`config.mk`:
```
export PLATFORM = sky130hd
export DESIGN_NAME = serial_line_editor_unit
export DESIGN_NICKNAME = d
export VERILOG_FILES = /design/src/sv/sle_pkg.sv /design/src/sv/sle_front.sv /design/src/sv/sle_queue.sv /design/src/sv/sle_back.sv /design/src/sv/serial_line_editor_unit.sv
export SDC_FILE = /design/constraint.sdc
export NUM_CORES = 1
export LEC_CHECK = 0
export BUFFER_PORTS_ARGS = -buffer_cell sky130_fd_sc_hd__clkbuf_2
export CAP_MARGIN = 10
export CORE_MARGIN = 1.5
export CORE_UTILIZATION = 59
export CTS_BUF_LIST = sky130_fd_sc_hd__clkbuf_4
export CTS_CLUSTER_SIZE = 10
export DETAILED_ROUTE_END_ITERATION = 8
export PLACE_DENSITY = 0.79
export RECOVER_POWER = 100
export SLEW_MARGIN = 20
export SYNTH_ARGS = -nofsm -noshare
export SYNTH_HDL_FRONTEND = slang
export SYNTH_SLANG_ARGS = --single-unit
```
`constraint.sdc`:
```
create_clock -name clk -period 8.7 [get_ports clk]
set_input_delay 1.74 -clock clk [delete_from_list [all_inputs] [get_ports clk]]
set_output_delay 1.74 -clock clk [all_outputs]
set_load 0.02 [all_outputs]
```
`src/sv/sle_pkg.sv`:
```
`timescale 1ns / 1ps

package sle_pkg;

  // Width of the line_capacity register, fixed by the register map.
  localparam int CAP_W = 5;
  localparam logic [CAP_W-1:0] CAP_MIN = 5'd2;

  // Queue between front and back.
  localparam int Q_DEPTH = 2;
  localparam int Q_PW    = 1;

  // Register indexes on the configuration port.
  localparam logic CFG_ECHO = 1'b0;
  localparam logic CFG_CAP  = 1'b1;

  // Terminal bytes.
  localparam logic [7:0] CH_CTRL_C  = 8'h03;
  localparam logic [7:0] CH_BS      = 8'h08;
  localparam logic [7:0] CH_LF      = 8'h0a;
  localparam logic [7:0] CH_CR      = 8'h0d;
  localparam logic [7:0] CH_ESC     = 8'h1b;
  localparam logic [7:0] CH_SPACE   = 8'h20;
  localparam logic [7:0] CH_DIGIT_0 = 8'h30;
  localparam logic [7:0] CH_DIGIT_9 = 8'h39;
  localparam logic [7:0] CH_UPPER_C = 8'h43;
  localparam logic [7:0] CH_UPPER_D = 8'h44;
  localparam logic [7:0] CH_LBRACK  = 8'h5b;
  localparam logic [7:0] CH_TILDE   = 8'h7e;
  localparam logic [7:0] CH_DEL     = 8'h7f;

  // CSI parameter values and saturation limit.
  localparam logic [6:0] CSI_HOME   = 7'd1;
  localparam logic [6:0] CSI_DELETE = 7'd3;
  localparam logic [6:0] CSI_END    = 7'd4;
  localparam logic [6:0] CSI_MAX    = 7'd99;

  typedef enum logic [3:0] {
    OP_NOP,
    OP_CLEAR,
    OP_DISCARD,
    OP_LINE_END,
    OP_BACKSPACE,
    OP_INSERT,
    OP_RIGHT,
    OP_LEFT,
    OP_HOME,
    OP_DELETE,
    OP_END
  } sle_op_t;

  typedef struct packed {
    sle_op_t    op;
    logic [7:0] ch;
  } sle_cmd_t;

  typedef struct packed {
    logic             echo_en;
    logic [CAP_W-1:0] cap;      // already clamped to the usable range
  } sle_cfg_t;

  typedef enum logic [2:0] {
    BK_IDLE,
    BK_PRE,
    BK_TAIL,
    BK_PAD,
    BK_BS,
    BK_NONE
  } sle_bk_state_t;

endpackage

```
`src/sv/sle_front.sv`:
```
`timescale 1ns / 1ps

module sle_front import sle_pkg::*; (
  input  logic       clk,
  input  logic       rst_n,
  input  logic       in_tvalid,
  output logic       in_tready,
  input  logic [7:0] in_tdata,
  input  logic       in_tuser,
  input  logic       q_full,
  output logic       push,
  output sle_cmd_t   push_cmd
);

  logic       esc_r, esc_nxt;
  logic       csi_r, csi_nxt;
  logic [6:0] num_r, num_nxt;
  logic [7:0] prev_r, prev_nxt;
  logic       pair_r, pair_nxt;
  logic [9:0] num_x;
  logic [7:0] ch;
  sle_op_t    op;

  assign in_tready = !q_full;
  assign push      = in_tvalid && in_tready;
  assign ch        = in_tdata;
  assign num_x     = {num_r, 3'b000} + {2'b00, num_r, 1'b0} + {6'b000000, ch[3:0]};

  // Classify the word; escape and pair tracking depend only on the byte stream.
  always_comb begin
    esc_nxt  = esc_r;
    csi_nxt  = csi_r;
    num_nxt  = num_r;
    prev_nxt = prev_r;
    pair_nxt = pair_r;
    op       = OP_NOP;
    if (in_tuser) begin
      op = OP_CLEAR;
    end else begin
      prev_nxt = ch;
      if (!esc_r) begin
        if (ch < CH_SPACE || ch == CH_DEL) begin
          if (ch == CH_CTRL_C) begin
            op = OP_DISCARD;
          end else if (ch == CH_CR || ch == CH_LF) begin
            if (pair_r || (ch == CH_LF && prev_r != CH_CR) ||
                (ch == CH_CR && prev_r != CH_LF)) begin
              op       = OP_LINE_END;
              pair_nxt = 1'b0;
            end else begin
              pair_nxt = 1'b1;
            end
          end else if (ch == CH_DEL || ch == CH_BS) begin
            op = OP_BACKSPACE;
          end else if (ch == CH_ESC) begin
            esc_nxt = 1'b1;
          end
        end else begin
          op = OP_INSERT;
        end
      end else if (!csi_r) begin
        if (ch == CH_LBRACK) begin
          csi_nxt = 1'b1;
        end else begin
          esc_nxt = 1'b0;
          num_nxt = 7'd0;
        end
      end else if (ch >= CH_DIGIT_0 && ch <= CH_DIGIT_9) begin
        num_nxt = (num_x > 10'(CSI_MAX)) ? CSI_MAX : num_x[6:0];
      end else begin
        if (ch == CH_UPPER_C) begin
          op = OP_RIGHT;
        end else if (ch == CH_UPPER_D) begin
          op = OP_LEFT;
        end else if (ch == CH_TILDE) begin
          if (num_r == CSI_HOME) begin
            op = OP_HOME;
          end else if (num_r == CSI_DELETE) begin
            op = OP_DELETE;
          end else if (num_r == CSI_END) begin
            op = OP_END;
          end
        end
        esc_nxt = 1'b0;
        csi_nxt = 1'b0;
        num_nxt = 7'd0;
      end
    end
  end

  assign push_cmd.op = op;
  assign push_cmd.ch = ch;

  always_ff @(posedge clk) begin
    if (!rst_n) begin
      esc_r  <= 1'b0;
      csi_r  <= 1'b0;
      num_r  <= 7'd0;
      prev_r <= 8'h00;
      pair_r <= 1'b0;
    end else if (push) begin
      esc_r  <= esc_nxt;
      csi_r  <= csi_nxt;
      num_r  <= num_nxt;
      prev_r <= prev_nxt;
      pair_r <= pair_nxt;
    end
  end

  a_csi_needs_esc: assert property (@(posedge clk) disable iff (!rst_n)
    csi_r |-> esc_r)
    else $error("CSI state set outside an escape");

  a_num_saturates: assert property (@(posedge clk) disable iff (!rst_n)
    num_r <= CSI_MAX)
    else $error("CSI number above saturation limit");

  a_num_only_in_csi: assert property (@(posedge clk) disable iff (!rst_n)
    !csi_r |-> num_r == 7'd0)
    else $error("CSI number left over outside a sequence");

endmodule

```
`src/sv/sle_queue.sv`:
```
`timescale 1ns / 1ps

module sle_queue import sle_pkg::*; (
  input  logic     clk,
  input  logic     rst_n,
  input  logic     push,
  input  sle_cmd_t push_cmd,
  output logic     full,
  input  logic     pop,
  output sle_cmd_t pop_cmd,
  output logic     nonempty
);

  sle_cmd_t        ent_r [Q_DEPTH];
  logic [Q_PW-1:0] wp_r, wp_nxt;
  logic [Q_PW-1:0] rp_r, rp_nxt;
  logic [Q_PW:0]   cnt_r, cnt_nxt;

  assign full     = (cnt_r == (Q_PW+1)'(Q_DEPTH));
  assign nonempty = (cnt_r != '0);
  assign pop_cmd  = ent_r[rp_r];

  always_comb begin
    wp_nxt  = push ? wp_r + 1'b1 : wp_r;
    rp_nxt  = pop ? rp_r + 1'b1 : rp_r;
    cnt_nxt = cnt_r + (Q_PW+1)'(push) - (Q_PW+1)'(pop);
  end

  always_ff @(posedge clk) begin
    if (!rst_n) begin
      wp_r  <= '0;
      rp_r  <= '0;
      cnt_r <= '0;
    end else begin
      wp_r  <= wp_nxt;
      rp_r  <= rp_nxt;
      cnt_r <= cnt_nxt;
    end
  end

  always_ff @(posedge clk) begin
    if (push) begin
      ent_r[wp_r] <= push_cmd;
    end
  end

  a_cnt_bound: assert property (@(posedge clk) disable iff (!rst_n)
    cnt_r <= (Q_PW+1)'(Q_DEPTH))
    else $error("queue fill count out of range");

  a_no_pop_empty: assert property (@(posedge clk) disable iff (!rst_n)
    pop |-> nonempty)
    else $error("pop from empty queue");

  a_no_push_full: assert property (@(posedge clk) disable iff (!rst_n)
    push |-> !full)
    else $error("push into full queue");

endmodule

```
`src/sv/sle_back.sv`:
```
`timescale 1ns / 1ps

module sle_back import sle_pkg::*; #(
  parameter int LINE_DEPTH = 16
) (
  input  logic        clk,
  input  logic        rst_n,
  input  sle_cfg_t    cfg,
  input  logic        q_valid,
  input  sle_cmd_t    q_cmd,
  output logic        q_pop,
  output logic        out_tvalid,
  input  logic        out_tready,
  output logic [15:0] out_tdata,
  output logic        out_tuser,
  output logic        out_tlast
);

  localparam int IW = (LINE_DEPTH > 1) ? $clog2(LINE_DEPTH) : 1;
  localparam int CW = $clog2(LINE_DEPTH + 1);
  localparam int RW = $clog2(2 * LINE_DEPTH + 2);

  typedef logic [LINE_DEPTH-1:0][7:0] store_t;

  sle_bk_state_t state_r, state_nxt;

  store_t        store_r, store_nxt, st_dn, st_up;
  logic [CW-1:0] cursor_r, cursor_nxt;
  logic [CW-1:0] length_r, length_nxt;
  logic          flag_r, flag_nxt;

  logic          pre_r, pre_nxt;
  logic [7:0]    pre_byte_r, pre_byte_nxt;
  logic [CW-1:0] tidx_r, tidx_nxt;
  logic [CW-1:0] tend_r, tend_nxt;
  logic          pad_r, pad_nxt;
  logic [CW-1:0] bs_r, bs_nxt;
  logic [RW-1:0] rem_r, rem_nxt;
  logic          done_r, done_nxt;

  logic          ov_r;
  logic          o_ev_r, o_last_r, o_done_r, o_flag_r;
  logic [7:0]    o_byte_r;
  logic [3:0]    o_len_r;

  logic          slot_free, ld;
  logic [CW-1:0] cap_c, cap_m1, lc, cc, amt;
  logic          sh_right, sh_left;
  logic [CW-1:0] sl_lo, sl_hi;
  logic          w_ev, w_last;
  logic [7:0]    w_byte;

  function automatic sle_bk_state_t sel_phase(input logic pre_p, input logic tail_p,
                                              input logic pad_p, input logic bs_p);
    if (pre_p) return BK_PRE;
    else if (tail_p) return BK_TAIL;
    else if (pad_p) return BK_PAD;
    else if (bs_p) return BK_BS;
    else return BK_IDLE;
  endfunction

  assign st_dn = {store_r[LINE_DEPTH-2:0], 8'h00};
  assign st_up = {8'h00, store_r[LINE_DEPTH-1:1]};

  assign slot_free = !ov_r || out_tready;
  assign q_pop     = (state_r == BK_IDLE) && q_valid;
  assign ld        = (state_r != BK_IDLE) && slot_free;

  // Clamp the stored length and cursor to the current capacity.
  assign cap_c  = CW'(cfg.cap);
  assign cap_m1 = cap_c - 1'b1;
  assign lc     = (length_r > cap_m1) ? cap_m1 : length_r;
  assign cc     = (cursor_r > lc) ? lc : cursor_r;
  assign amt    = lc - cc;

  // Edit the line on pop and plan the echo; advance the plan on each word.
  always_comb begin
    store_nxt    = store_r;
    cursor_nxt   = cursor_r;
    length_nxt   = length_r;
    flag_nxt     = flag_r;
    pre_nxt      = pre_r;
    pre_byte_nxt = pre_byte_r;
    tidx_nxt     = tidx_r;
    tend_nxt     = tend_r;
    pad_nxt      = pad_r;
    bs_nxt       = bs_r;
    rem_nxt      = rem_r;
    done_nxt     = done_r;
    sh_right     = 1'b0;
    sh_left      = 1'b0;
    sl_lo        = cc;
    sl_hi        = cc;
    if (q_pop) begin
      cursor_nxt   = cc;
      length_nxt   = lc;
      pre_nxt      = 1'b0;
      pre_byte_nxt = q_cmd.ch;
      tidx_nxt     = cc;
      tend_nxt     = cc;
      pad_nxt      = 1'b0;
      bs_nxt       = '0;
      done_nxt     = 1'b0;
      unique case (q_cmd.op)
        OP_NOP: begin
        end
        OP_CLEAR: begin
          cursor_nxt = '0;
          length_nxt = '0;
          flag_nxt   = 1'b0;
        end
        OP_DISCARD: begin
          cursor_nxt   = '0;
          length_nxt   = '0;
          flag_nxt     = 1'b0;
          store_nxt[0] = 8'h00;
          pre_nxt      = 1'b1;
          pre_byte_nxt = CH_LF;
          done_nxt     = 1'b1;
        end
        OP_LINE_END: begin
          flag_nxt     = (lc != '0);
          cursor_nxt   = '0;
          pre_nxt      = 1'b1;
          pre_byte_nxt = CH_LF;
          done_nxt     = 1'b1;
        end
        OP_BACKSPACE: begin
          if (cc != '0) begin
            sh_left      = 1'b1;
            sl_lo        = cc - 1'b1;
            sl_hi        = lc - 1'b1;
            cursor_nxt   = cc - 1'b1;
            length_nxt   = lc - 1'b1;
            pre_nxt      = 1'b1;
            pre_byte_nxt = CH_BS;
            tidx_nxt     = cc - 1'b1;
            tend_nxt     = lc - 1'b1;
            pad_nxt      = 1'b1;
            bs_nxt       = amt + 1'b1;
          end
        end
        OP_INSERT: begin
          if ((lc + 1'b1) < cap_c) begin
            sh_right   = 1'b1;
            cursor_nxt = cc + 1'b1;
            length_nxt = lc + 1'b1;
            pre_nxt    = 1'b1;
            tidx_nxt   = cc + 1'b1;
            tend_nxt   = lc + 1'b1;
            bs_nxt     = amt;
          end
        end
        OP_DELETE: begin
          if (cc < lc) begin
            sh_left    = 1'b1;
            sl_lo      = cc;
            sl_hi      = lc - 1'b1;
            length_nxt = lc - 1'b1;
            tend_nxt   = lc - 1'b1;
            pad_nxt    = 1'b1;
            bs_nxt     = amt;
          end
        end
        OP_RIGHT: begin
          if (cc < lc) begin
            tend_nxt   = cc + 1'b1;
            cursor_nxt = cc + 1'b1;
          end
        end
        OP_LEFT: begin
          if (cc != '0) begin
            cursor_nxt = cc - 1'b1;
            bs_nxt     = CW'(1);
          end
        end
        OP_HOME: begin
          bs_nxt     = cc;
          cursor_nxt = '0;
        end
        OP_END: begin
          tend_nxt   = lc;
          cursor_nxt = lc;
        end
        default: begin
        end
      endcase
      for (int j = 0; j < LINE_DEPTH; j++) begin
        if (sh_right) begin
          if (CW'(j) == cc) begin
            store_nxt[j] = q_cmd.ch;
          end else if (CW'(j) > cc && CW'(j) <= lc) begin
            store_nxt[j] = st_dn[j];
          end
        end
        if (sh_left && CW'(j) >= sl_lo && CW'(j) < sl_hi) begin
          store_nxt[j] = st_up[j];
        end
      end
      rem_nxt = RW'(pre_nxt) + RW'(tend_nxt - tidx_nxt) + RW'(pad_nxt) + RW'(bs_nxt);
    end else if (ld) begin
      unique case (state_r)
        BK_PRE:  pre_nxt  = 1'b0;
        BK_TAIL: tidx_nxt = tidx_r + 1'b1;
        BK_PAD:  pad_nxt  = 1'b0;
        BK_BS:   bs_nxt   = bs_r - 1'b1;
        default: begin
        end
      endcase
      rem_nxt = (state_r == BK_NONE) ? '0 : rem_r - 1'b1;
    end
  end

  // Next state.
  always_comb begin
    state_nxt = state_r;
    unique case (state_r)
      BK_IDLE: begin
        if (q_valid) begin
          if (!cfg.echo_en || rem_nxt == '0) begin
            state_nxt = BK_NONE;
          end else begin
            state_nxt = sel_phase(pre_nxt, tidx_nxt != tend_nxt, pad_nxt, bs_nxt != '0);
          end
        end
      end
      BK_NONE: begin
        if (slot_free) state_nxt = BK_IDLE;
      end
      default: begin
        if (slot_free) begin
          state_nxt = sel_phase(pre_nxt, tidx_nxt != tend_nxt, pad_nxt, bs_nxt != '0);
        end
      end
    endcase
  end

  // Word content for the current phase.
  always_comb begin
    unique case (state_r)
      BK_PRE:  w_byte = pre_byte_r;
      BK_TAIL: w_byte = store_r[tidx_r[IW-1:0]];
      BK_PAD:  w_byte = CH_SPACE;
      BK_BS:   w_byte = CH_BS;
      default: w_byte = 8'h00;
    endcase
    w_ev   = (state_r != BK_NONE);
    w_last = (state_r == BK_NONE) || (rem_r == RW'(1));
  end

  always_ff @(posedge clk) begin
    if (!rst_n) begin
      state_r  <= BK_IDLE;
      cursor_r <= '0;
      length_r <= '0;
      flag_r   <= 1'b0;
      ov_r     <= 1'b0;
    end else begin
      state_r  <= state_nxt;
      cursor_r <= cursor_nxt;
      length_r <= length_nxt;
      flag_r   <= flag_nxt;
      if (ld) begin
        ov_r <= 1'b1;
      end else if (out_tready) begin
        ov_r <= 1'b0;
      end
    end
  end

  always_ff @(posedge clk) begin
    store_r    <= store_nxt;
    pre_r      <= pre_nxt;
    pre_byte_r <= pre_byte_nxt;
    tidx_r     <= tidx_nxt;
    tend_r     <= tend_nxt;
    pad_r      <= pad_nxt;
    bs_r       <= bs_nxt;
    rem_r      <= rem_nxt;
    done_r     <= done_nxt;
    if (ld) begin
      o_ev_r   <= w_ev;
      o_byte_r <= w_byte;
      o_last_r <= w_last;
      o_done_r <= w_last && done_r;
      o_flag_r <= flag_r;
      o_len_r  <= 4'(length_r);
    end
  end

  assign out_tvalid = ov_r;
  assign out_tdata  = {2'b00, o_len_r, o_flag_r, o_done_r, o_byte_r};
  assign out_tuser  = o_ev_r;
  assign out_tlast  = o_last_r;

  a_cursor_in_line: assert property (@(posedge clk) disable iff (!rst_n)
    cursor_r <= length_r)
    else $error("cursor beyond line length");

  a_silent_word: assert property (@(posedge clk) disable iff (!rst_n)
    ld && state_r == BK_NONE |=> out_tlast && !out_tuser)
    else $error("silent result not marked last");

  a_last_ends_run: assert property (@(posedge clk) disable iff (!rst_n)
    ld && state_r != BK_NONE && rem_r == RW'(1) |=> state_r == BK_IDLE && out_tlast)
    else $error("final echo word did not end the run");

  a_run_not_early: assert property (@(posedge clk) disable iff (!rst_n)
    ld && state_r != BK_NONE && rem_r != RW'(1) |=> !out_tlast && state_r != BK_IDLE)
    else $error("echo run cut short");

endmodule

```
`src/sv/serial_line_editor_unit.sv`:
```
`timescale 1ns / 1ps

// Line editor for bytes received from a terminal.
// in_*  : one word per received byte (in_tuser = 0) or per "line taken" command
//         (in_tuser = 1, empties the line). A two-entry queue sits behind the
//         decoder, so in_tready stays high until that queue is full.
// out_* : the echo run of each input word, one echo byte per word, tlast on the
//         final word. A word with no echo (tuser = 0) stands alone as the run.
//         tdata also carries line_end (on the last word), has_data and the
//         line length after the edit.
// cfg_* : write channel, always ready; index 0 echo_enable, 1 line_capacity.
//         Write only while the block is idle.
// Flow: an accepted input word is written into the queue; the edit engine pops
// it only while idle, applies the edit and then loads the echo words of the run
// one after another into the output register, so it takes no new word until
// the last word of the run is loaded.
// Reset: cursor, length and flags clear, echo on, capacity 16; the line store
// holds no defined data until written and needs no clearing pass.
// A stalled receiver holds the output word; the engine then waits, the queue
// fills and in_tready drops.
module serial_line_editor_unit import sle_pkg::*; #(
  parameter int LINE_DEPTH = 16
) (
  input  logic             clk,
  input  logic             rst_n,
  input  logic             in_tvalid,
  output logic             in_tready,
  input  logic [7:0]       in_tdata,   // [7:0] rx_byte
  input  logic             in_tuser,   // [0] cmd
  output logic             out_tvalid,
  input  logic             out_tready,
  output logic [15:0]      out_tdata,  // [7:0] echo_byte, [8] line_end,
                                       // [9] has_data, [13:10] line_length
  output logic             out_tuser,  // [0] echo_valid
  output logic             out_tlast,
  input  logic             cfg_valid,
  output logic             cfg_ready,
  input  logic             cfg_index,
  input  logic [CAP_W-1:0] cfg_data
);

  logic             echo_r;
  logic [CAP_W-1:0] cap_r;
  sle_cfg_t         cfg;

  logic     push, q_full, q_pop, q_nonempty;
  sle_cmd_t push_cmd, pop_cmd;

  // Registers are always writable.
  assign cfg_ready = 1'b1;

  always_ff @(posedge clk) begin
    if (!rst_n) begin
      echo_r <= 1'b1;
      cap_r  <= 5'd16;
    end else if (cfg_valid && cfg_ready) begin
      unique case (cfg_index)
        CFG_ECHO: echo_r <= cfg_data[0];
        CFG_CAP:  cap_r  <= cfg_data;
      endcase
    end
  end

  // Hold the capacity within two and the store depth.
  assign cfg.echo_en = echo_r;
  assign cfg.cap = (cap_r < CAP_MIN) ? CAP_MIN :
                   (cap_r > CAP_W'(LINE_DEPTH)) ? CAP_W'(LINE_DEPTH) : cap_r;

  // Front: decode escapes and line ends, classify each word.
  sle_front u_front (
    .clk       (clk),
    .rst_n     (rst_n),
    .in_tvalid (in_tvalid),
    .in_tready (in_tready),
    .in_tdata  (in_tdata),
    .in_tuser  (in_tuser),
    .q_full    (q_full),
    .push      (push),
    .push_cmd  (push_cmd)
  );

  // Decouple decode from the edit engine.
  sle_queue u_queue (
    .clk      (clk),
    .rst_n    (rst_n),
    .push     (push),
    .push_cmd (push_cmd),
    .full     (q_full),
    .pop      (q_pop),
    .pop_cmd  (pop_cmd),
    .nonempty (q_nonempty)
  );

  // Back: apply edits to the line store and stream the echo.
  sle_back #(
    .LINE_DEPTH (LINE_DEPTH)
  ) u_back (
    .clk        (clk),
    .rst_n      (rst_n),
    .cfg        (cfg),
    .q_valid    (q_nonempty),
    .q_cmd      (pop_cmd),
    .q_pop      (q_pop),
    .out_tvalid (out_tvalid),
    .out_tready (out_tready),
    .out_tdata  (out_tdata),
    .out_tuser  (out_tuser),
    .out_tlast  (out_tlast)
  );

endmodule
```
Word-level counts from Yosys, hierarchy flattened
Memory sizes are Yosys's and may differ from the RTL's. A register that Yosys moved wholly into a read port is not among the register bits.
Cells that the tools add are included.
- add/sub/neg operators: 20
- multipliers: 0
- div/mod/pow operators: 0
- $lt $le $gt $ge: 75
- equal/unequal tests: 52
- shift-type cells: 0
- muxes and demuxes: 169
- bitwise operators: 4
- reductions and logical operators: 134
- operator list (kind ; number):
    $mux W8 ; 66
    $mux W5 ; 29
    $pmux W5 S5 ; 3
    $logic_and A1 B1 Y1 ; 55
    $mux W4 ; 13
    $reduce_and A3 Y1 ; 17
    $reduce_bool A3 Y1 ; 16
    $eq A4 B5 Y1 const A ; 8
    $eq A8 B7 Y1 const B ; 5
    $ge A4 B5 Y1 const A ; 8
    $gt A4 B5 Y1 const A ; 8
    $le A4 B5 Y1 const A ; 8
    $lt A4 B5 Y1 const A ; 8
    $reduce_bool A2 Y1 ; 19
    $bmux W8 S4 ; 1
    $pmux W8 S4 ; 1
    $mux W1 ; 31
    $mux W7 ; 4
    $mux W3 ; 9
    $eq A8 B4 Y1 const B ; 3
    $add A5 B1 Y5 const B ; 4
    $eq A3 B5 Y1 const A ; 4
    $ge A3 B5 Y1 const A ; 4
    $gt A3 B5 Y1 const A ; 4
    71 further kinds ; 126
- register bits after elaboration: 219
- latch bits: 0
- RAM bits: 24
- memory bits (read-only): 0
- output and inout bits: 21
- memories: 1
- memories (name ; words ; bits a word ; rd ports ; clocked after memory_dff ; write ports ; line ; RTL):
    u_queue.ent_r ; 2 ; 12 ; 1 ; 1 ; 1 ; sle_queue.sv:14 ; sle_cmd_t ent_r [Q_DEPTH];

Depth between registers and ports, before layout
Gate-level depths: netlist (run 1).
- depth in word-level cells: 22
- mapped depth: 45

By module
From an unflattened synthesis (run 1), not the netlist that was laid out.
- cell total of the unflattened synthesis: 1699
- area total of the unflattened synthesis: 17566.8 um2
- by module, submodules not included (module ; times used ; cells each ; area each (um2) ; seq. area each (um2)):
    sle_back ; 1 ; 1393 ; 14505.2 ; 5355.1
    sle_front ; 1 ; 213 ; 1645.3 ; 360.3
    sle_queue ; 1 ; 58 ; 1132.3 ; 820.8
    serial_line_editor_unit ; 1 ; 35 ; 284.0 ; 120.1

Worst setup path after synthesis (run 1)
OpenSTA, ideal clock, no wires.
- path kind: reg-to-reg
- start: register cap_r[2]
- end: register u_back.state_r[1]
- library setup time: 126 ps
- arrival: 9175 ps
- required time: 8574 ps
- slack: -602 ps
- stages on the path, launching flop included: 43
- period minus slack after synthesis: 9302 ps
- cells stage by stage: dfxtp_1 -> buf_6 -> o311ai_4 -> ha_1 -> buf_2 -> nor4b_2 -> a21oi_1 -> ha_1 -> and3_4 -> and3_2 -> a21oi_4 -> mux2i_1 -> inv_2 -> ha_1 -> nor2b_1 -> o31ai_1 -> a21o_1 -> nor2_2 -> [7 not listed] -> a221o_1 -> clkbuf_1 -> o21ai_0 -> a222oi_1 -> ha_1 -> fa_1 -> inv_1 -> ha_1 -> fa_1 -> a21oi_1 -> nor2_1 -> nor2_1 -> xor2_1 -> o22ai_1 -> o41ai_1 -> a21boi_0 -> nand4_1 -> o21ai_0
- cells in the longest elaborated chain, start to end: 22
- elaborated cells on any way between the ends: 60
- ends and longest elaborated chain (item ; line ; RTL):
    from (decl) ; serial_line_editor_unit.sv:43 ; logic [CAP_W-1:0] cap_r;
    from (signal assigned) ; serial_line_editor_unit.sv:59 ; CFG_CAP: cap_r <= cfg_data;
    $gt A5 B5 Y1 ; serial_line_editor_unit.sv:67 ; (cap_r > CAP_W'(LINE_DEPTH)) ? CAP_W'(LINE_DEPTH) : cap_r;
    $mux W5 ; serial_line_editor_unit.sv:67 ;
    $mux W5 (*) ; serial_line_editor_unit.sv:66 ; assign cfg.cap = (cap_r < CAP_MIN) ? CAP_MIN :
    $sub A5 B1 Y5 ; sle_back.sv:71 ; assign cap_m1 = cap_c - 1'b1;
    $gt A5 B5 Y1 ; sle_back.sv:72 ; assign lc = (length_r > cap_m1) ? cap_m1 : length_r;
    $mux W5 ; sle_back.sv:72 ;
    $gt A5 B5 Y1 ; sle_back.sv:73 ; assign cc = (cursor_r > lc) ? lc : cursor_r;
    $mux W5 ; sle_back.sv:73 ;
    [7 not listed] ; n/a ;
    $add A6 B5 Y6 (*) ; sle_back.sv:200 ; rem_nxt = RW'(pre_nxt) + RW'(tend_nxt - tidx_nxt) + RW'(pad_nxt) + RW'(bs_nxt);
    $mux W6 (*) ; sle_back.sv:94 ; if (q_pop) begin
    net u_back.rem_nxt[4] ; sle_back.sv:38 ; logic [RW-1:0] rem_r, rem_nxt;
    $logic_not A6 Y1 (*) ; sle_back.sv:220 ; if (!cfg.echo_en || rem_nxt == '0) begin
    $logic_or A1 B1 Y1 (*) ; sle_back.sv:220 ;
    $mux W3 (*) ; sle_back.sv:220 ;
    $mux W3 (*) ; sle_back.sv:219 ; if (q_valid) begin
    $pmux W3 S2 (*) ; sle_back.sv:217 ; unique case (state_r)
    to (signal assigned) ; sle_back.sv:259 ; state_r <= state_nxt;
    to (decl) ; sle_back.sv:25 ; sle_bk_state_t state_r, state_nxt;
The timed path passes the listed nets; every way through them passes the cells marked *. The select of a mux whose other input is x is not followed.
A chain may end at the register's enable or synchronous reset.

Worst setup path in the final report (run 1)
- start: register cap_r[2]
- end: register u_back.state_r[0]
Same word-level chain as after synthesis.

==> results by group, run 1 <==
Worst setup path
  – Slowest CP cell: fa_1
  – R2R Setup Slk: 0.32 ns
  – Largest stage delay on the critical path: 0.49 ns
  – Critical path data arrival time: 8.98 ns
  – CP dominant cell by count: ha_1
  – Critical Path Start: cap_r[2]
  – Reg2reg start: cap_r[2]
  – R2R depth: 39
  – Crit. End Element: register
  – CP Class: register to register
  – Crit start category: register
  – Worst Path Max Fanout: 7
  – Worst EP required: 9.30 ns

Finish
  – Final Instance Count excl. Fillers: 2355
  – Area grow syn2layout: 12.17%
  – Final #Nets: 2013
  – Layout cells sized above 1: 0.2025

Yosys
  – Yosys cell types: 105
  – Mapped cell area: 16910 um2
  – Post-synth top flop: edfxtp_1
  – Post-synthesis instance total: 1821
  – Ys Warns: 0
  – Async SR Flop Fraction: 0
  – Avg Inst Size Synth: 9.285 um2
  – #FFs+latches synth: 244
  – Post-synth EDFFs: 177
  – Register area share after synthesis: 0.3937

Timing
  – Fmax: 119.3 MHz
  – Fin. Hold Viols: 0
  – Minimum clock period: 8.380 ns
  – Worst Skew: 0.08047 ns
  – Setup violators final: 0
  – Pins Over Slew Limit: 36
  – Slew headroom: -1.003
  – Slew @ Worst Pin: 3.004 ns
  – Fin crit share: 0.9632

Placement
  – Dpl cells: 2207
  – Post-DP HPWL: 36520 um
  – GPL Wtd Cong: 1.034
  – PortBufs: 37

Detailed routing
  – Vias: 14905
  – First-pass DRT Iterations: 6
  – Drt drc: 0
  – WL/cell: 20.97 um
  – Initial drt markers: 1519
  – Overall routed net length: 49380 um
  – Remaining antenna violation count: 0
  – Vias per cell: 6.329

Global route
  – Total grt overflow: 0
  – Gr usage total: 0.3396
  – First-pass GRT wire length: 77640 um
  – Vias in the first global route: 14298
  – Largest net degree at the start of global routing: 55
  – Antenna violations before repair: 1

Die
  – Initial Util: 0.6037
  – Die height: 172.3 um
  – Core Footprint: 28010 um2
  – Rows: 61
  – Die area: 29680 um2
  – Overall die width: 172.3 um
  – I/O pin count: 41

Outcome
  – Failing checks: max-capacitance violations, max-slew violations
  – Status: finished, violations left

Clock network
  – Clk_lat worst skew: 0.73 ns
  – Clock Path Buffers: 3
  – CTS tree: built
  – TritonCTS Buffers: 70
  – Clock tree root buffer cell: clkbuf_4
  – H-tree levels: 3
  – Sink Count: 244
  – Hold-fix buffers, CTS: 0
  – Reg clk slew, reported paths: 0.06 ns

Worst hold path
  – WHS Path Cells: 2
  – Hold/Removal Path Class: register to register
  – Min-delay src: u_back.tend_r[0]

Flow run
  – Max cap viols: 1
state kept, by name, summed over array words and instances (netlist names), 2 cells and up, named ones only:
signal             cells
u_back.st_dn         120
u_queue.ent_r         24
u_back.o_byte_r        8
u_back.pre_byte_r      8
u_back.st_up           8
u_front.prev_r         8
u_front.num_r          7
u_back.rem_r           6
cap_r                  5
u_back.bs_r            5
u_back.cursor_r        5
u_back.length_r        5
u_back.tend_r          5
u_back.tidx_r          5
u_back.o_len_r         4
u_back.state_r         3
u_queue.cnt_r          2
synth_stat cells, types with 5 or more instances:
cell type  instances  area, um2
inv_1             54      202.7
nand3_1           32      160.2
o21a_1            17      127.6
nand2_1          262      983.4
a21boi_0          20      150.1
nor2b_1           21      131.4
a211oi_1          22      165.2
fa_1               9      180.2
ha_1              60      750.7
a21oi_1          135      675.7
and2_1            19      118.9
edfxtp_1         177       5315
or3_1              7      43.79
xnor2_1           34      297.8
o211ai_1           8      60.06
mux2_4             9      135.1
inv_2              8      30.03
buf_4              9      67.56
o22ai_1           13      81.33
a22oi_1           14      105.1
clkbuf_1          64      240.2
o21ai_1            9      45.04
nand4_1            7      43.79
nor2_1           176      660.6
mux4_2            40      900.9
a21o_1            11      82.58
xor2_1            13      113.9
dfxtp_1           67       1341
o21bai_1           5      37.54
a2bb2oi_1          9      78.83
o31ai_1           10      75.07
and3_1             6      37.54
mux2i_1           20      200.2
nand2b_1           9      56.30
buf_1              7      26.28
buf_2             15      75.07
a31oi_1           13      81.33
nor3_1            31      155.2
mux2_2            52      585.6
nor4_1             7      43.79
o21ai_0          208       1041
a222oi_1           5      50.05
cells by family (layout without fill, tap and decap cells):
logic type	after synthesis	in the layout	share of synthesized area
simple gates	602	602	0.1581
compound gates	573	573	0.2181
flops	244	244	0.3937
buf+inv	160	313	0.03996
mux	122	122	0.1084
fa+ha+maj	69	69	0.05505
xor+xnor	49	49	0.02627
other cells	2	5	0.0004441
critical path, delay by kind of cell, from the launching register on:
kind                       cells  cell delay (ns)
adders and majority gates      8             2.45
buffers and inverters          7             0.74
xor gates and xnor gates       2             0.29
DFF                            1             0.34
AOI/OAI and AO/OA             16             3.10
and+or+nand+nor                5             1.10
muxes                          1             0.27
layout make-up:
class / count / area [um2]
diodes: 2 / 5.005
clock buffers: 93 / 698.2
clock inverters: 30 / 192.7
fillers: 2278 / 9045
inverters: 62 / 232.7
multi-input cells: 1418 / 9877
flip-flops and latches: 244 / 6661
well taps: 378 / 473.0
repair buffers: 128 / 825.8
what timing repair did:
item	CTS	global route
pin swaps	3	25
endpoints found under the setup margin	3	3
setup buffers	5	18
resized for setup	6	37
per-stage QoR:
step	TNS [ns]	util	instance area, um2	hold slack (ns)	worst slack (ns)
after floorplan	0	-	17010	0.4086	0.02076
after global placement	0	0.6328	17730	0.4443	0.05398
after detailed placement	-0.7285	0.6328	17730	0.4459	-0.2784
after CTS	0	0.6665	18670	0.4552	0.01510
after global routing	-0.1632	0.6770	18960	0.4858	-0.08671
final	0	0.6771	18970	0.4573	0.3200
layout by cell type (no fill, tap or decap), drive strengths merged, types with 19 or more instances in the layout:
master  Yosys  routed
a211oi     27      27
a21boi     22      22
a21oi     140     140
and2       19      19
buf        34      88
clkbuf     64     133
clkinv      0      24
dfxtp      67      67
edfxtp    177     177
ha         60      60
inv        62      63
mux2       62      62
mux2i      20      20
mux4       40      40
nand2     262     262
nand3      32      32
nor2      177     177
nor2b      21      21
nor3       32      32
o21ai     222     222
xnor2      36      36
final timing paths:
kind	endpoint
max	u_back.state_r[0]
min	u_back.tend_r[0]
max reg2reg	u_back.state_r[0]
min reg2reg	u_back.tend_r[0]
layer usage:
layer | wire length, um | up-vias | global-route usage
li1 | - | 6984 | -
met1 | 20350 | 7062 | 0.4459
met2 | 22770 | 736 | 0.5480
met3 | 4850 | 123 | 0.08537
met4 | 1407 | 0 | 0.1134
met5 | 0 | - | 0
Power of run 1 is not shown: default switching activity piles up to over one toggle a cycle in this logic, so the estimate is an artifact.
==> run 2: changes to the inputs <==
--- a/config.mk
+++ b/config.mk
@@ -7,12 +7,14 @@
 export LEC_CHECK = 0
 export BUFFER_PORTS_ARGS = -buffer_cell sky130_fd_sc_hd__clkbuf_2
 export CAP_MARGIN = 10
+export CELL_PAD_IN_SITES_DETAIL_PLACEMENT = 0
+export CELL_PAD_IN_SITES_GLOBAL_PLACEMENT = 1
 export CORE_MARGIN = 1.5
-export CORE_UTILIZATION = 59
+export CORE_UTILIZATION = 46
 export CTS_BUF_LIST = sky130_fd_sc_hd__clkbuf_4
 export CTS_CLUSTER_SIZE = 10
 export DETAILED_ROUTE_END_ITERATION = 8
-export PLACE_DENSITY = 0.79
+export PLACE_DENSITY_LB_ADDON = 0.1
 export RECOVER_POWER = 100
 export SLEW_MARGIN = 20
 export SYNTH_ARGS = -nofsm -noshare
==> results by group, run 2 (synthesized netlist as in run 1, its figures left out) <==
Clock network
  – TritonCTS Buffers: 71 (+1.4%)
  – H-tree levels: 3 (unchanged)
  – CTS tree: built
  – Clock tree root buffer cell: clkbuf_4
  – Sink Count: 244 (unchanged)
  – Clk_lat worst skew: 0.77 ns (+0.04 ns)
  – Clock Path Buffers: 3 (unchanged)
  – Hold-fix buffers, CTS: 0 (unchanged)
  – Reg clk slew, reported paths: 0.07 ns (about the same)

Worst hold path
  – WHS Path Cells: 0 (-2)
  – Hold/Removal Path Class: register to register

Timing
  – Fin. Hold Viols: 0 (unchanged)
  – Worst Skew: 0.03871 ns (-0.04176 ns)
  – Fin crit share: 0.9500 (-0.01323)
  – Fin worst setup slack: 0.4351 ns (+0.1151 ns)
  – Pins Over Slew Limit: 36 (unchanged)
  – Minimum clock period: 8.265 ns (-0.1151 ns)
  – Setup violators final: 0 (unchanged)
  – Fmax: 121.0 MHz (+1.4%)
  – Slew @ Worst Pin: 3.099 ns (+0.09430 ns)
  – Slew headroom: -1.066 (-0.06286)
  – Setup tns final: 0 ns (unchanged)

Finish
  – Final Instance Count excl. Fillers: 2450 (+4.0%)
  – Finished Core Util: 0.5231 (-0.1540)
  – Max reg flops: 120 (unchanged)
  – Final #Nets: 2021 (+0.40%)
  – Commonest non-fill, non-tap cell in the layout: nand2_1
  – Area grow syn2layout: 12.71%
  – # fillers: 3418 (+50%)
  – Layout cells sized above 1: 0.2063 (+0.003737)
  – Most frequent cells in the layout: nand2_1 (260), o21ai_0 (203), edfxtp_1 (177)

Detailed routing
  – WL/cell: 21.44 um (+2.2%)
  – Overall routed net length: 52530 um (+6.4%)
  – Vias: 14529 (-2.5%)
  – Vias per cell: 5.930 (-6.3%)
  – First-pass DRT Iterations: 6 (unchanged)
  – Drt drc: 0 (unchanged)
  – Remaining antenna violation count: 0 (unchanged)
  – Initial drt markers: 1073 (-29%)

Worst setup path
  – WP depth: 35 (-10%)
  – Crit. End Element: register
  – Slowest CP cell: a222oi_1
  – Worst Path Max Fanout: 4 (-3)
  – Reg2reg start: cap_r[2]
  – CP bufs+invs: 3 (-4)
  – Family with the most delay on the worst path: compound AO/OA/AOI/OAI gates
  – Critical Path Start: cap_r[2]
  – Worst EP required: 9.32 ns (+0.02 ns)
  – Largest stage delay on the critical path: 0.72 ns (+0.23 ns)
  – R2R depth: 35 (-10%)
  – Crit start category: register
  – CP Class: register to register
  – Critical R2R Capture: u_back.state_r[1]
  – R2R Setup Slk: 0.44 ns (+0.12 ns)
  – Critical path data arrival time: 8.89 ns (-0.09 ns)
  – CP dominant cell by count: ha_1
  – Worst Setup EP: u_back.state_r[1]

Die
  – Die area: 37920 um2 (+28%)
  – Overall die width: 194.7 um (+13%)
  – I/O pin count: 41 (unchanged)
  – Rows: 70 (+15%)
  – Core Footprint: 36430 um2 (+30%)
  – Die height: 194.7 um (+13%)
  – Initial Util: 0.4641 (-0.1396)

Flow run
  – Max cap viols: 1 (unchanged)

Outcome
  – Failing checks: max-capacitance violations, max-slew violations
  – Status: finished, violations left

Placement
  – Setup WS pre-CTS: -0.1868 ns (+0.09161 ns)
  – PortBufs: 37 (unchanged)
  – Post-DP HPWL: 38640 um (+5.8%)
  – GPL Wtd Cong: 0.9919 (-4.1%)
  – Dpl cells: 2311 (+4.7%)

Global route
  – First-pass GRT wire length: 81750 um (+5.3%)
  – Gr usage total: 0.2787 (-0.06086)
  – Largest net degree at the start of global routing: 55 (unchanged)
  – Total grt overflow: 0 (unchanged)
  – Vias in the first global route: 14209 (-0.62%)
  – Antenna violations before repair: 5 (+4)
run 2: timing repair:
item | 4_1_cts | 5_1_grt
setup buffers | 5 | 10
pin swaps | 3 | 24
setup endpoints to repair | 3 | 3
gates resized for setup | 1 | 36
run 2: per-stage QoR:
stage / hold WS, ns / cell area [um2]
after floorplan: 0.4086 / 17010
after global placement: 0.4276 / 17950
after detailed placement: 0.4390 / 17950
after CTS: 0.4525 / 18850
after global routing: 0.4810 / 19060
final: 0.4476 / 19060
run 2: final cells by class:
| class | count | area [um2] | area share |
|---|---|---|---|
| inverter | 62 | 232.7 | 0.01221 |
| tap | 468 | 585.6 | 0.03072 |
| antenna | 4 | 10.01 | 0.0005252 |
| clock inverter | 18 | 103.9 | 0.005449 |
| multi-input combinational | 1418 | 9834 | 0.5160 |
| clock buffer | 101 | 758.2 | 0.03978 |
| timing repair buffer | 135 | 874.6 | 0.04589 |
| sequential | 244 | 6659 | 0.3494 |
run 2: worst min-delay path by stage:
stage	startpoint	to	slack, ns
after global placement	u_back.flag_r	u_back.o_flag_r	0.43
after global routing	u_back.flag_r	u_back.o_flag_r	0.48
final	u_back.flag_r	u_back.o_flag_r	0.45
after floorplan	u_back.flag_r	u_back.o_flag_r	0.41
after detailed placement	u_back.flag_r	u_back.o_flag_r	0.44
after CTS	u_back.flag_r	u_back.o_flag_r	0.45
run 2: metal layers:
metal,vias to the layer above,share of wire,track usage
met5,-,0.00025,0
met4,2,0.033,0.1120
met3,127,0.078,0.07479
met2,524,0.44,0.4285
met1,6886,0.44,0.3728
li1,6990,-,-
Power of run 2 is left out for the same reason.
